## src/hdl/pixel_color_adjust_core_assert.svh

```systemverilog
// assertion macros for the pixel color adjust core
// no dependencies; included by the rtl files that carry assertions
`ifndef PIXEL_COLOR_ADJUST_CORE_ASSERT_SVH
`define PIXEL_COLOR_ADJUST_CORE_ASSERT_SVH

// same-cycle implication, disabled during reset
`define PCA_ASSERT_NOW(label, clk, rst_n, ante, cons, msg) \
    label: assert property (@(posedge clk) disable iff (!rst_n) (ante) |-> (cons)) \
        else $error(msg);

// next-cycle implication, disabled during reset
`define PCA_ASSERT_NEXT(label, clk, rst_n, ante, cons, msg) \
    label: assert property (@(posedge clk) disable iff (!rst_n) (ante) |=> (cons)) \
        else $error(msg);

`endif

```

## src/hdl/pca_pkg.sv

```systemverilog
// types, register indexes and fixed-point constants for the pixel color adjust core
// no dependencies
package pca_pkg;

    typedef enum logic [2:0] {
        MODE_BRIGHT    = 3'd0,
        MODE_CONTRAST  = 3'd1,
        MODE_SATURATE  = 3'd2,
        MODE_INV_RGB   = 3'd3,
        MODE_INV_ALPHA = 3'd4,
        MODE_GRAY601   = 3'd5,
        MODE_LUMA709   = 3'd6,
        MODE_SEPIA     = 3'd7
    } t_mode;

    localparam int CFG_IDX_W = 2;
    localparam int CFG_DATA_W = 12;
    localparam logic [CFG_IDX_W-1:0] REG_MODE   = 2'd0;
    localparam logic [CFG_IDX_W-1:0] REG_OFFSET = 2'd1;
    localparam logic [CFG_IDX_W-1:0] REG_GAIN   = 2'd2;

    localparam logic [11:0] GAIN_RESET = 12'd256;

    // widths of the datapath
    localparam int SUM_W  = 25;  // q9.16 weighted sum of three bytes
    localparam int MUL_W  = 26;  // signed c * 2^16 - sum
    localparam int PROD_W = 38;  // gain * multiplicand
    localparam int ACC_W  = 39;  // sum * 2^8 + product

    // contrast pivot 128 in q9.16, reuses the saturation datapath
    localparam logic [SUM_W-1:0] CONTRAST_PIVOT = 25'h080_0000;

    // weights, unsigned q0.16
    localparam logic [15:0] W709_R = 16'd13933;
    localparam logic [15:0] W709_G = 16'd46871;
    localparam logic [15:0] W709_B = 16'd4732;
    localparam logic [15:0] W601_R = 16'd19589;
    localparam logic [15:0] W601_G = 16'd38470;
    localparam logic [15:0] W601_B = 16'd7471;

    typedef logic [15:0] t_wrow [3];
    localparam t_wrow SEPIA_W [3] = '{
        '{16'd25756, 16'd50397, 16'd12386},
        '{16'd22872, 16'd44958, 16'd11010},
        '{16'd17826, 16'd34996, 16'd8585}
    };

    function automatic logic [SUM_W-1:0] dot3(
        input logic [15:0] w0, input logic [15:0] w1, input logic [15:0] w2,
        input logic [7:0] c0, input logic [7:0] c1, input logic [7:0] c2);
        logic [SUM_W-1:0] s;
        s = SUM_W'(w0) * SUM_W'(c0) + SUM_W'(w1) * SUM_W'(c1)
            + SUM_W'(w2) * SUM_W'(c2);
        return s;
    endfunction

    function automatic logic [7:0] clamp_byte(input logic signed [15:0] v);
        logic [7:0] r;
        if (v < 16'sd0) begin
            r = 8'd0;
        end else if (v > 16'sd255) begin
            r = 8'd255;
        end else begin
            r = v[7:0];
        end
        return r;
    endfunction

endpackage

```

## src/hdl/pixel_color_adjust_core.sv

```systemverilog
// pixel color adjust core: four-stage rgba point operation selected by mode
// depends on pca_pkg and pixel_color_adjust_core_assert.svh
//
// an accepted pixel passes stages 1 to 4 in order; stage 4 is the output register
// throughput: one pixel per cycle when not stalled; the 12x26 gain multiply has its own stage
// reset (i_rst_n low, synchronous): pipeline emptied, mode 0, offset 0, gain 256
`include "pixel_color_adjust_core_assert.svh"

module pixel_color_adjust_core (
    input  logic                           i_clk,
    input  logic                           i_rst_n,
    // configuration write port
    input  logic                           i_cfg_we,
    input  logic [pca_pkg::CFG_IDX_W-1:0]  i_cfg_index,
    input  logic [pca_pkg::CFG_DATA_W-1:0] i_cfg_data,
    // input pixel channel
    input  logic                           i_valid,
    output logic                           o_stall,
    input  logic [7:0]                     i_red_in,
    input  logic [7:0]                     i_green_in,
    input  logic [7:0]                     i_blue_in,
    input  logic [7:0]                     i_alpha_in,
    // output pixel channel
    output logic                           o_valid,
    input  logic                           i_stall,
    output logic [7:0]                     o_red_out,
    output logic [7:0]                     o_green_out,
    output logic [7:0]                     o_blue_out,
    output logic [7:0]                     o_alpha_out
);

    // configuration registers
    pca_pkg::t_mode     r_mode;
    logic signed [8:0]  r_offset;
    logic signed [11:0] r_gain;

    always_ff @(posedge i_clk) begin
        if (!i_rst_n) begin
            r_mode   <= pca_pkg::MODE_BRIGHT;
            r_offset <= '0;
            r_gain   <= pca_pkg::GAIN_RESET;
        end else if (i_cfg_we) begin
            case (i_cfg_index)
                pca_pkg::REG_MODE:   r_mode   <= pca_pkg::t_mode'(i_cfg_data[2:0]);
                pca_pkg::REG_OFFSET: r_offset <= i_cfg_data[8:0];
                pca_pkg::REG_GAIN:   r_gain   <= i_cfg_data;
                default: begin
                    // index beyond the register list is ignored
                end
            endcase
        end
    end

    // pipeline flow control: a stage loads when it is empty or the next one loads
    logic r_v1, r_v2, r_v3, r_v4;
    logic adv1, adv2, adv3, adv4;

    assign adv4    = !r_v4 || !i_stall;
    assign adv3    = !r_v3 || adv4;
    assign adv2    = !r_v2 || adv3;
    assign adv1    = !r_v1 || adv2;
    assign o_stall = !adv1;
    assign o_valid = r_v4;

    always_ff @(posedge i_clk) begin
        if (!i_rst_n) begin
            r_v1 <= 1'b0;
            r_v2 <= 1'b0;
            r_v3 <= 1'b0;
            r_v4 <= 1'b0;
        end else begin
            if (adv1) begin
                r_v1 <= i_valid;
            end
            if (adv2) begin
                r_v2 <= r_v1;
            end
            if (adv3) begin
                r_v3 <= r_v2;
            end
            if (adv4) begin
                r_v4 <= r_v3;
            end
        end
    end

    // stage 1: weighted sums; contrast uses a constant pivot so that it shares
    // the saturation formula floor((sum * 2^8 + gain * (c * 2^16 - sum)) / 2^24)
    logic [7:0]                  c_in [3];
    logic [pca_pkg::SUM_W-1:0]   n_sum1 [3];
    logic [pca_pkg::SUM_W-1:0]   l709, l601;
    logic [7:0]                  r_c1 [3];
    logic [7:0]                  r_a1;
    logic [pca_pkg::SUM_W-1:0]   r_sum1 [3];
    pca_pkg::t_mode              r_mode1;

    assign c_in[0] = i_red_in;
    assign c_in[1] = i_green_in;
    assign c_in[2] = i_blue_in;

    always_comb begin
        l709 = pca_pkg::dot3(pca_pkg::W709_R, pca_pkg::W709_G, pca_pkg::W709_B,
                             c_in[0], c_in[1], c_in[2]);
        l601 = pca_pkg::dot3(pca_pkg::W601_R, pca_pkg::W601_G, pca_pkg::W601_B,
                             c_in[0], c_in[1], c_in[2]);
        for (int i = 0; i < 3; i++) begin
            case (r_mode)
                pca_pkg::MODE_CONTRAST: n_sum1[i] = pca_pkg::CONTRAST_PIVOT;
                pca_pkg::MODE_SATURATE: n_sum1[i] = l709;
                pca_pkg::MODE_LUMA709:  n_sum1[i] = l709;
                pca_pkg::MODE_GRAY601:  n_sum1[i] = l601;
                pca_pkg::MODE_SEPIA: begin
                    n_sum1[i] = pca_pkg::dot3(pca_pkg::SEPIA_W[i][0],
                        pca_pkg::SEPIA_W[i][1], pca_pkg::SEPIA_W[i][2],
                        c_in[0], c_in[1], c_in[2]);
                end
                default: n_sum1[i] = '0;
            endcase
        end
    end

    always_ff @(posedge i_clk) begin
        if (adv1) begin
            r_c1    <= c_in;
            r_a1    <= i_alpha_in;
            r_sum1  <= n_sum1;
            r_mode1 <= r_mode;
        end
    end

    // stage 2: multiplicand c * 2^16 - sum
    logic signed [pca_pkg::MUL_W-1:0] n_m2 [3];
    logic signed [pca_pkg::MUL_W-1:0] r_m2 [3];
    logic [7:0]                       r_c2 [3];
    logic [7:0]                       r_a2;
    logic [pca_pkg::SUM_W-1:0]        r_sum2 [3];
    pca_pkg::t_mode                   r_mode2;

    always_comb begin
        for (int i = 0; i < 3; i++) begin
            n_m2[i] = $signed({2'b00, r_c1[i], 16'h0000}) - $signed({1'b0, r_sum1[i]});
        end
    end

    always_ff @(posedge i_clk) begin
        if (adv2) begin
            r_m2    <= n_m2;
            r_c2    <= r_c1;
            r_a2    <= r_a1;
            r_sum2  <= r_sum1;
            r_mode2 <= r_mode1;
        end
    end

    // stage 3: gain multiply
    logic signed [pca_pkg::PROD_W-1:0] n_p3 [3];
    logic signed [pca_pkg::PROD_W-1:0] r_p3 [3];
    logic [7:0]                        r_c3 [3];
    logic [7:0]                        r_a3;
    logic [pca_pkg::SUM_W-1:0]         r_sum3 [3];
    pca_pkg::t_mode                    r_mode3;

    always_comb begin
        for (int i = 0; i < 3; i++) begin
            n_p3[i] = r_gain * r_m2[i];
        end
    end

    always_ff @(posedge i_clk) begin
        if (adv3) begin
            r_p3    <= n_p3;
            r_c3    <= r_c2;
            r_a3    <= r_a2;
            r_sum3  <= r_sum2;
            r_mode3 <= r_mode2;
        end
    end

    // stage 4: accumulate, floor, clamp and select by mode into the output register
    logic signed [pca_pkg::ACC_W-1:0] acc [3];
    logic [7:0]                       n_ch [3];
    logic [7:0]                       n_alpha;
    logic signed [9:0]                bright [3];
    logic [7:0]                       r_ch4 [3];
    logic [7:0]                       r_alpha4;

    always_comb begin
        for (int i = 0; i < 3; i++) begin
            acc[i]    = $signed({6'b000000, r_sum3[i], 8'h00})
                        + pca_pkg::ACC_W'(r_p3[i]);
            bright[i] = $signed({2'b00, r_c3[i]}) + 10'(r_offset);
            case (r_mode3)
                pca_pkg::MODE_BRIGHT:
                    n_ch[i] = pca_pkg::clamp_byte(16'(bright[i]));
                pca_pkg::MODE_CONTRAST, pca_pkg::MODE_SATURATE:
                    // keep the sign of the floored sum so negatives clamp to zero
                    n_ch[i] = pca_pkg::clamp_byte(
                        16'($signed(acc[i][pca_pkg::ACC_W-1:24])));
                pca_pkg::MODE_INV_RGB:
                    n_ch[i] = ~r_c3[i];
                pca_pkg::MODE_INV_ALPHA:
                    n_ch[i] = r_c3[i];
                default:
                    // grayscale, luminance and sepia: floor of the q9.16 sum
                    n_ch[i] = pca_pkg::clamp_byte($signed({7'b0000000, r_sum3[i][24:16]}));
            endcase
        end
        n_alpha = (r_mode3 == pca_pkg::MODE_INV_ALPHA) ? ~r_a3 : r_a3;
    end

    always_ff @(posedge i_clk) begin
        if (adv4) begin
            r_ch4    <= n_ch;
            r_alpha4 <= n_alpha;
        end
    end

    assign o_red_out   = r_ch4[0];
    assign o_green_out = r_ch4[1];
    assign o_blue_out  = r_ch4[2];
    assign o_alpha_out = r_alpha4;

    // back-pressure only reaches the input when every stage holds a transaction
    `PCA_ASSERT_NOW(a_stall_full, i_clk, i_rst_n, o_stall,
        r_v1 && r_v2 && r_v3 && r_v4 && i_stall, "input stalled with a free stage")

    // a transaction leaving stage 3 lands in the output register
    `PCA_ASSERT_NEXT(a_stage3_moves, i_clk, i_rst_n, r_v3 && adv4, o_valid,
        "stage 3 transaction lost")

    // no output appears from an empty pipeline
    `PCA_ASSERT_NEXT(a_no_invent, i_clk, i_rst_n, !r_v3 && !r_v4, !o_valid,
        "output valid without a source transaction")

    // alpha passes untouched outside alpha-invert mode
    `PCA_ASSERT_NEXT(a_alpha_pass, i_clk, i_rst_n,
        r_v3 && adv4 && (r_mode3 != pca_pkg::MODE_INV_ALPHA),
        o_alpha_out == $past(r_a3), "alpha changed outside alpha invert")

endmodule

```

## config.mk

```make
export PLATFORM = sky130hd
export DESIGN_NAME = pixel_color_adjust_core
export DESIGN_NICKNAME = d
export VERILOG_FILES = /design/src/hdl/pca_pkg.sv /design/src/hdl/pixel_color_adjust_core.sv
export VERILOG_INCLUDE_DIRS = /design/src /design/src/hdl
export SDC_FILE = /design/constraint.sdc
export NUM_CORES = 2
export LEC_CHECK = 0
export BUFFER_PORTS_ARGS = -buffer_cell sky130_fd_sc_hd__buf_2
export CAP_MARGIN = 20
export CORE_UTILIZATION = 35
export CTS_BUF_LIST = sky130_fd_sc_hd__clkbuf_8
export DETAILED_ROUTE_END_ITERATION = 6
export GPL_ROUTABILITY_DRIVEN = 0
export HOLD_SLACK_MARGIN = 0.12
export SETUP_SLACK_MARGIN = 0.1
export SYNTH_ARGS = -nofsm -noshare
export SYNTH_HDL_FRONTEND = slang
export SYNTH_SLANG_ARGS = --single-unit
```

## constraint.sdc

```tcl
create_clock -name i_clk -period 17.6 [get_ports i_clk]
set_clock_uncertainty 0.15 [all_clocks]
set_input_delay 1.76 -clock i_clk [delete_from_list [all_inputs] [get_ports i_clk]]
set_output_delay 1.76 -clock i_clk [all_outputs]
set_load 0.02 [all_outputs]
```

==> reports/metrics.cfg <==
[status]
status = finished, final reports clean

[critical_path]
arrival_ns = 10.85
cp_slowest_stage_delay_ns = 0.60
cp-end-kind = register
crit_family = adder cells
worstPathRequired_ns = 17.97
critPathSlowestCell = a221oi_1
critPathLaunchType = input pin
crit_type = in -> reg
cp_max_fo = 19
cp_num_buf_inv = 6

[grt]
antenna_found_initial = 15
grt_max_degree = 145
grt_overflow = 0
use_met3_pct = 3.79
met1_usage_pct = 26.0
busiest_layer = met2
gr-usage-met2_pct = 32.5
grt_pass1_vias = 60300
grt_pass1_wl_um = 359000
grtUsageTotal_pct = 20.1

[clock_tree]
hold_buffers = 0
h-tree-depth = 3
cts_resized = 0
cts-root-buf = clkbuf_8
tritoncts = yes
cts_inserted_buffers = 105
clk_pin_slew_ns = 0.06
post_cts_buffers = 0
clock_sinks = 555
clock_path_buffers = 3
clkLatencyLatePin_ns = 0.84

[yosys]
avgSynthCellArea_um2 = 10.2
synth_area_leaders = fa_1 32%, edfxtp_1 19%, ha_1 16%, inv_1 8.2%, nand2_1 3.3%
syn_nets = 10500
synth_seq_cells = 555
synthTopCellsByCount = 1772 x inv_1, 1312 x fa_1, 1057 x ha_1
synth_top_area_cell = fa_1
syn_area_um2 = 81600
dominantRegCellSynth = edfxtp_1
ys_async_sr_fraction_pct = 0
synth_top_area_share_pct = 32.2
yosysMostFrequentCell = inv_1
synth-edff-count = 527
ys_warn_count = 0
synth.distinct_cells = 78
yosysSeqAreaShare_pct = 20.1
syn_inst = 8032

[floorplan]
die_w_um = 485
dieArea_um2 = 235000
fp.dieH_um = 485
boundaryPins = 85
fp.coreArea_um2 = 231000
start_util_pct = 35.4
row_count = 176

[layout]
fillerInstances = 22800
layout-drive-gt1-share_pct = 4.09
syn_to_final_growth_pct = 7.31
postLayoutCoreUtil_pct = 37.9
finalNetCount = 10500

[sta]
slew_violations = 0
hold-worst-slack_ns = 0.253
tightest_slew_ns = 1.02
max_slew_margin_pct = 31.5
rsz0062_at_grt = no
layout_worst_path_cycle_share_pct = 59.6
setup-violations-final = 0
fmax_mhz = 95.4
timing.final.hold_violations = 0
tns_ns = 0
min_period_ns = 10.48

[routing]
vias = 56500
drtIter0Drc = 3716
firstDrtPassIters = 5
wl_um = 233000
drt-wirelength-per-cell_um = 20.9
vias_per_cell = 5.06
ant_nets = 0
drc = 0

[placement]
dpl.hpwl_um = 191000
io_buffers = 84

[job]
max_cap_viol_count = 0

[worst_hold_path]
hold_path.class = reg -> reg

-- layer usage --
metal / wire length [um] / vias to the layer above
met5: 37 / -
met4: 11500 / 6
met3: 18000 / 467
met2: 107000 / 1918
met1: 96500 / 28600
li1: - / 25500
-- area by class of cell --
type | count | area (um^2) | area share (%)
repair buffers | 133 | 801 | 0.915
diodes | 3 | 7.51 | 0.00857
multi-input cells | 5483 | 57800 | 66.0
flip-flops and latches | 555 | 16400 | 18.7
clock buffers | 113 | 1560 | 1.78
inverters | 1772 | 6660 | 7.61
well taps | 3026 | 3790 | 4.32
clock inverters | 77 | 594 | 0.679
-- sequential cells by signal, indices dropped and copies added (netlist names), 8 cells and up --
signal       count
o_red_out        8
r_c1            24
o_alpha_out      8
r_a2             8
r_sum1          75
r_offset         9
r_gain          12
r_p3            90
o_green_out      8
o_blue_out       8
r_sum3          75
r_m2            78
r_c3            24
r_c2            24
r_a3             8
r_a1             8
r_sum2          72
-- through the flow --
stage	instance area [um^2]	worst slack, ns	instances
global route	87600	6.80	11200
detailed placement	85400	6.46	11000
finish	87600	7.12	11200
global placement	85400	6.60	11000
CTS	87500	7.35	11200
floorplan	81600	8.10	8032
-- cell families (layout without fill, tap and decap cells) --
family / after synthesis / after routing / synth area share [%]
AO/OA/AOI/OAI: 992 / 992 / 7.85
XOR/XNOR: 401 / 401 / 4.30
adder cells (fa/ha/maj): 2369 / 2369 / 48.4
buffers and inverters: 1994 / 2095 / 9.17
flip-flops: 555 / 555 / 20.1
multiplexers: 14 / 14 / 0.172
other: 0 / 3 / 0
AND/OR/NAND/NOR: 1707 / 1707 / 10.0
-- final timing paths --
kind	startpoint	end	slack [ns]	depth (start not counted)
hold reg to reg	r_sum2[21]	r_sum3[21]	0.25	0
setup reg to reg	r_gain[3]	r_p3[75]	9.25	23
setup / recovery	i_blue_in[0]	r_sum1[49]	7.12	34
hold / removal	r_sum2[21]	r_sum3[21]	0.25	0
-- cells in the final DEF (no fill, tap or decap), types with 79 or more instances in the layout --
master / count
buf_2: 84
a21oi_1: 261
o21ai_0: 212
nand2_1: 720
clkbuf_8: 113
o21a_1: 79
nand2b_1: 111
a21o_1: 121
fa_1: 1312
ha_1: 1057
inv_1: 1801
xor2_1: 135
edfxtp_1: 527
and2_1: 292
nor3_1: 85
nor2_1: 239
xnor2_1: 266
Power is not shown: default switching activity piles up to over one toggle a cycle in this logic, so the estimate is an artifact.
